### config.mk
export PLATFORM = sky130hd
export DESIGN_NAME = bscu_cell
export DESIGN_NICKNAME = d
export VERILOG_FILES = /design/src/rtl/bscu_pkg.sv /design/src/rtl/bscu_cell.sv
export SDC_FILE = /design/constraint.sdc
export NUM_CORES = 1
export LEC_CHECK = 0
export BUFFER_PORTS_ARGS = -buffer_cell sky130_fd_sc_hd__buf_2
export CAP_MARGIN = 20
export CORE_ASPECT_RATIO = 1.75
export CORE_MARGIN = 2
export CORE_UTILIZATION = 25
export DETAILED_ROUTE_END_ITERATION = 10
export SETUP_SLACK_MARGIN = 0.3
export SYNTH_ARGS = -nofsm -noshare
export SYNTH_HDL_FRONTEND = slang
export SYNTH_SLANG_ARGS = --single-unit
### constraint.sdc
create_clock -name clk -period 7.02 [get_ports clk]
set_input_delay 1.404 -clock clk [delete_from_list [all_inputs] [get_ports clk]]
set_output_delay 1.404 -clock clk [all_outputs]
set_load 0.03 [all_outputs]
### src/rtl/bscu_pkg.sv
// Shared types and constants for the bounded sequence with cursor unit.
// No dependencies.
`timescale 1ns / 1ps

package bscu_pkg;

    localparam int MAX_IDX_W = 10;

    typedef enum logic [3:0] {
        ACT_INS_FRONT   = 4'd0,
        ACT_INS_REAR    = 4'd1,
        ACT_DEL_FRONT   = 4'd2,
        ACT_DEL_REAR    = 4'd3,
        ACT_INS_CURSOR  = 4'd4,
        ACT_DEL_CURSOR  = 4'd5,
        ACT_SET_POS     = 4'd6,
        ACT_SHIFT       = 4'd7,
        ACT_READ        = 4'd8,
        ACT_WRITE       = 4'd9,
        ACT_CLEAR       = 4'd10
    } action_t;

    typedef enum logic [1:0] {
        ST_DONE    = 2'd0,
        ST_FULL    = 2'd1,
        ST_IGNORED = 2'd2
    } status_t;

    typedef enum logic [1:0] {
        CELL_HOLD  = 2'd0,
        CELL_INS   = 2'd1,
        CELL_DEL   = 2'd2,
        CELL_WRITE = 2'd3
    } cell_op_t;

    typedef struct packed {
        cell_op_t               op;
        logic [MAX_IDX_W-1:0]   pos;
    } cell_ctl_t;

endpackage

### src/rtl/bscu_cell.sv
// One storage cell of the element chain: holds one value, shifts with its neighbors.
// Depends on bscu_pkg.
`timescale 1ns / 1ps

module bscu_cell #(
    parameter int VALUE_WIDTH = 32,
    parameter int IDX         = 0
) (
    input  logic                   clk,
    input  bscu_pkg::cell_ctl_t    ctl,
    input  logic [VALUE_WIDTH-1:0] din,
    input  logic [VALUE_WIDTH-1:0] prev_q,
    input  logic [VALUE_WIDTH-1:0] next_q,
    input  logic                   sel,
    output logic [VALUE_WIDTH-1:0] q,
    output logic [VALUE_WIDTH-1:0] tap
);

    localparam logic [bscu_pkg::MAX_IDX_W-1:0] MY_IDX = bscu_pkg::MAX_IDX_W'(IDX);

    logic [VALUE_WIDTH-1:0] q_reg;
    logic [VALUE_WIDTH-1:0] q_next;

    always_comb
    begin
        q_next = q_reg;
        case (ctl.op)
            bscu_pkg::CELL_INS:
            begin
                if (MY_IDX == ctl.pos)
                begin
                    q_next = din;
                end
                else if (MY_IDX > ctl.pos)
                begin
                    q_next = prev_q;
                end
            end
            bscu_pkg::CELL_DEL:
            begin
                if (MY_IDX >= ctl.pos)
                begin
                    q_next = next_q;
                end
            end
            bscu_pkg::CELL_WRITE:
            begin
                if (MY_IDX == ctl.pos)
                begin
                    q_next = din;
                end
            end
            default:
            begin
                q_next = q_reg;
            end
        endcase
    end

    always_ff @(posedge clk)
    begin
        q_reg <= q_next;
    end

    assign q   = q_reg;
    assign tap = q_reg & {VALUE_WIDTH{sel}};

endmodule

==> results.md <==
- Run status: completed
- Post-detailed-route DRC marker count: 0
- Total power: 0.5684 mW
- Cell types with the largest area share after synthesis: sky130_fd_sc_hd__edfxtp_1, sky130_fd_sc_hd__o311ai_1, sky130_fd_sc_hd__a22oi_1
- Worst relative slew slack: about 28%
- Category of the worst setup path capture point: flip-flop
- Area after detailed placement: 3358 um^2
- Worst Path Arrival: 3650 ps
- Maximum vdd ir drop: 0.1415 mV
- Number of buffers on the longest clock path: 2
- Number of buffers inserted to repair setup after CTS: 0
- CTS tree: done
- Share of power burned in registers: 37.5%
- Max FFs per register: 32
- Syn Area/Cell: 9.204 um^2
- 1st-iter DRT viols: 124
- Inserted Clock Buffers: 5
- Total number of yosys warnings: 0
- CTS H-tree depth: 2
- Final design instance area without fill: approximately 3500 um^2
- Setup Slack @ Placement: 2933 ps
- Switching power total: 0.1387 mW
- Die Area: 10440 um^2
- Max-slew violations: 0
- Internal portion of total power: 0.4297 mW
- Min-Delay Path Class: in -> reg
- Synthesized cell area: 2402 um^2
- Required time worst endpoint: 6920 ps
- Final instance count without filler cells: around 540
- Cells resized by post-CTS repair: 0
- Core utilization of the finished layout: 37.42%
- Dpl cells: 531
- Residual overflow from global routing: 0
- Distinct cell type count of the synthesized netlist: 15
- Final Hold Vio Count: 0
- Post-cts hold buffer count: 0
- Count of buffers from port buffering: 173
- Simple-gate share of the synthesized area: 27.76%
- Multiplexer fraction of the synthesized cell area: 0%
- GRT Max-Usage Layer: met2
- Average wire per cell in the routed design: between 15 and 20 um
- Post-synthesis instance total: between 200 and 300
- Sequential area share after synthesis: about 40%
- Number of vias after detailed routing: roughly 2600
- Most frequently used flop master after synthesis: sky130_fd_sc_hd__edfxtp_1
- Post-DRT Antenna Nets: 0
- Net count of the finished layout: 526
- Proportion of layout cells with a drive suffix above 1: between 40 and 50%
- DRT Pass-1 Iters: 5
- Total core area: roughly 9400 um^2
- Fraction of registers with async set/reset: 0%
- Final sum of negative setup slack: 0 ps
- Grt met2 use: around 31%
- Fraction of the mapped netlist area in compound gates: ~22%
- Number of enable flip-flop cells after synthesis: 32
- Power per standard cell area: between 150 and 200 nW/um^2
- Maximum fanout encountered on the critical timing path: 33
- Synth top area share: about 40%
- Area growth from synthesis to layout: 46.56%
- Biggest area consumer among synthesized cells: sky130_fd_sc_hd__edfxtp_1
- Startpoint types: input port
- Switching fraction of total power: 24.40%
- Final critical-path required period: 3751 ps
- Final number of setup-violating endpoints: 0
- Static leakage: 1.550 nW
- Final hold slack: 1448 ps
- GR met1 Demand/Resource: between 10% and 20%
- Max-cap check violation count: 0
- Clock Sink Count: 32
- Unrepaired setup endpoints after global routing: no
- Wire length of the first global-routing pass: 12760 um
- Placement row count: 47
- Clock transition at path regs: 50 ps
- GRT Total Usage: between 10% and 20%
- Vias in the first global route: 2607
- Instance count along the most critical hold path: 3
- Combinational family with the most area after synthesis: simple AND/OR/NAND/NOR gates
- Initial antenna violation count: 1
- Final estimated routing congestion in global placement: 0.7714
- Number of diodes added for antenna fixing: 0
- Hold endpoint: q[22]
- Final critical-path share of the clock period: a little over half
- Slew at the pin closest to its max-slew limit: approximately 1100 ps
- Combinational share of power: roughly 20%
- FF+latch count, synth: 32
- Number of vias per cell: between 4 and 5
- Die extent in x: 78.10 um
- Clock network fraction of design power: 42.5%
- Total wirelength of the detailed-routed design: 8269 um
- Synthesized Nets: 371
- Xor/xnor cell area share of the yosys netlist: 0%
- Top-Level Pins: 174
- Cell at the root of the clock tree: sky130_fd_sc_hd__clkbuf_16
- Crit Path Class: in -> reg
- FMAX: ~270 MHz
- Met3 track demand over resource: 2.913%
- Final critical-path setup slack: 3269 ps
- Final HPWL DP: approximately 6300 um
- Adder-cell share of the synthesized area: 0%
- Vert. Die Dim: 133.7 um
- Initial core utilization: between 20% and 30%
- Pin count of the biggest net entering global routing: 68
- Hold path startpoint: next_q[22]
-- routing by layer --
| metal | wire length (um) | up-vias |
|---|---|---|
| met5 | 7 | - |
| met4 | 179 | 2 |
| met3 | 466 | 13 |
| met2 | 4648 | 101 |
| met1 | 2968 | 1191 |
| li1 | - | 1296 |
-- cell usage after synthesis (2+ instances only) --
cell type                  count
sky130_fd_sc_hd__a22oi_1      32
sky130_fd_sc_hd__and2_1       33
sky130_fd_sc_hd__inv_1        32
sky130_fd_sc_hd__edfxtp_1     32
sky130_fd_sc_hd__buf_1         4
sky130_fd_sc_hd__buf_2         8
sky130_fd_sc_hd__o311ai_1     32
sky130_fd_sc_hd__nand4_1      32
sky130_fd_sc_hd__nor2b_1      33
sky130_fd_sc_hd__nor4_4        2
sky130_fd_sc_hd__clkbuf_1     17
-- logic make-up after synthesis --
logic type      after synthesis
simple gates                102
compound gates               65
buf+inv                      62
flops                        32
-- cell usage in the layout (no fill, tap or decap), drive strengths merged --
master / instances
a22oi: 32
and2: 33
and3: 1
buf: 178
bufinv: 1
clkbuf: 5
clkinv: 2
edfxtp: 32
inv: 32
nand4: 32
nor2: 1
nor2b: 33
nor4: 2
o21a: 1
o311ai: 32
-- how the worst max path moves through the flow --
stage / from / end / slack (ps) / depth (start not counted)
final: ctl[1] / q[24] / 3270 / 5
after global routing: ctl[1] / q[23] / 3110 / 5
after CTS: ctl[1] / q[8] / 3260 / 5
after detailed placement: ctl[1] / q[14] / 2930 / 5
after global placement: ctl[1] / q[14] / 3000 / 5
after floorplan: ctl[1] / q[0] / 3660 / 4
-- power by group through the flow --
stage	Clock (mW)	Sequential [mW]	Combinational, mW
2_1_floorplan	0	0.217	0.0622
3_3_place_gp	0	0.217	0.111
3_5_place_dp	0	0.217	0.115
4_1_cts	0.248	0.213	0.115
5_1_grt	0.254	0.213	0.125
6_report	0.241	0.213	0.114
-- area by class of cell --
cell class | instances | area (um^2)
inverters | 32 | 120.1
clock buffers | 5 | 125.1
clock inverters | 3 | 37.54
flip-flops and latches | 32 | 960.9
multi-input cells | 167 | 1201
repair buffers | 178 | 923.4
well taps | 122 | 152.6
fillers | 1001 | 5888
-- critical path, stage by stage --
cell and delay, ps:
sky130_fd_sc_hd__buf_2 110, sky130_fd_sc_hd__nor4_4 260, sky130_fd_sc_hd__buf_4 380, sky130_fd_sc_hd__and3_2 680
sky130_fd_sc_hd__o21a_2 780
No activity file was read; power rests on OpenSTA's default activity.
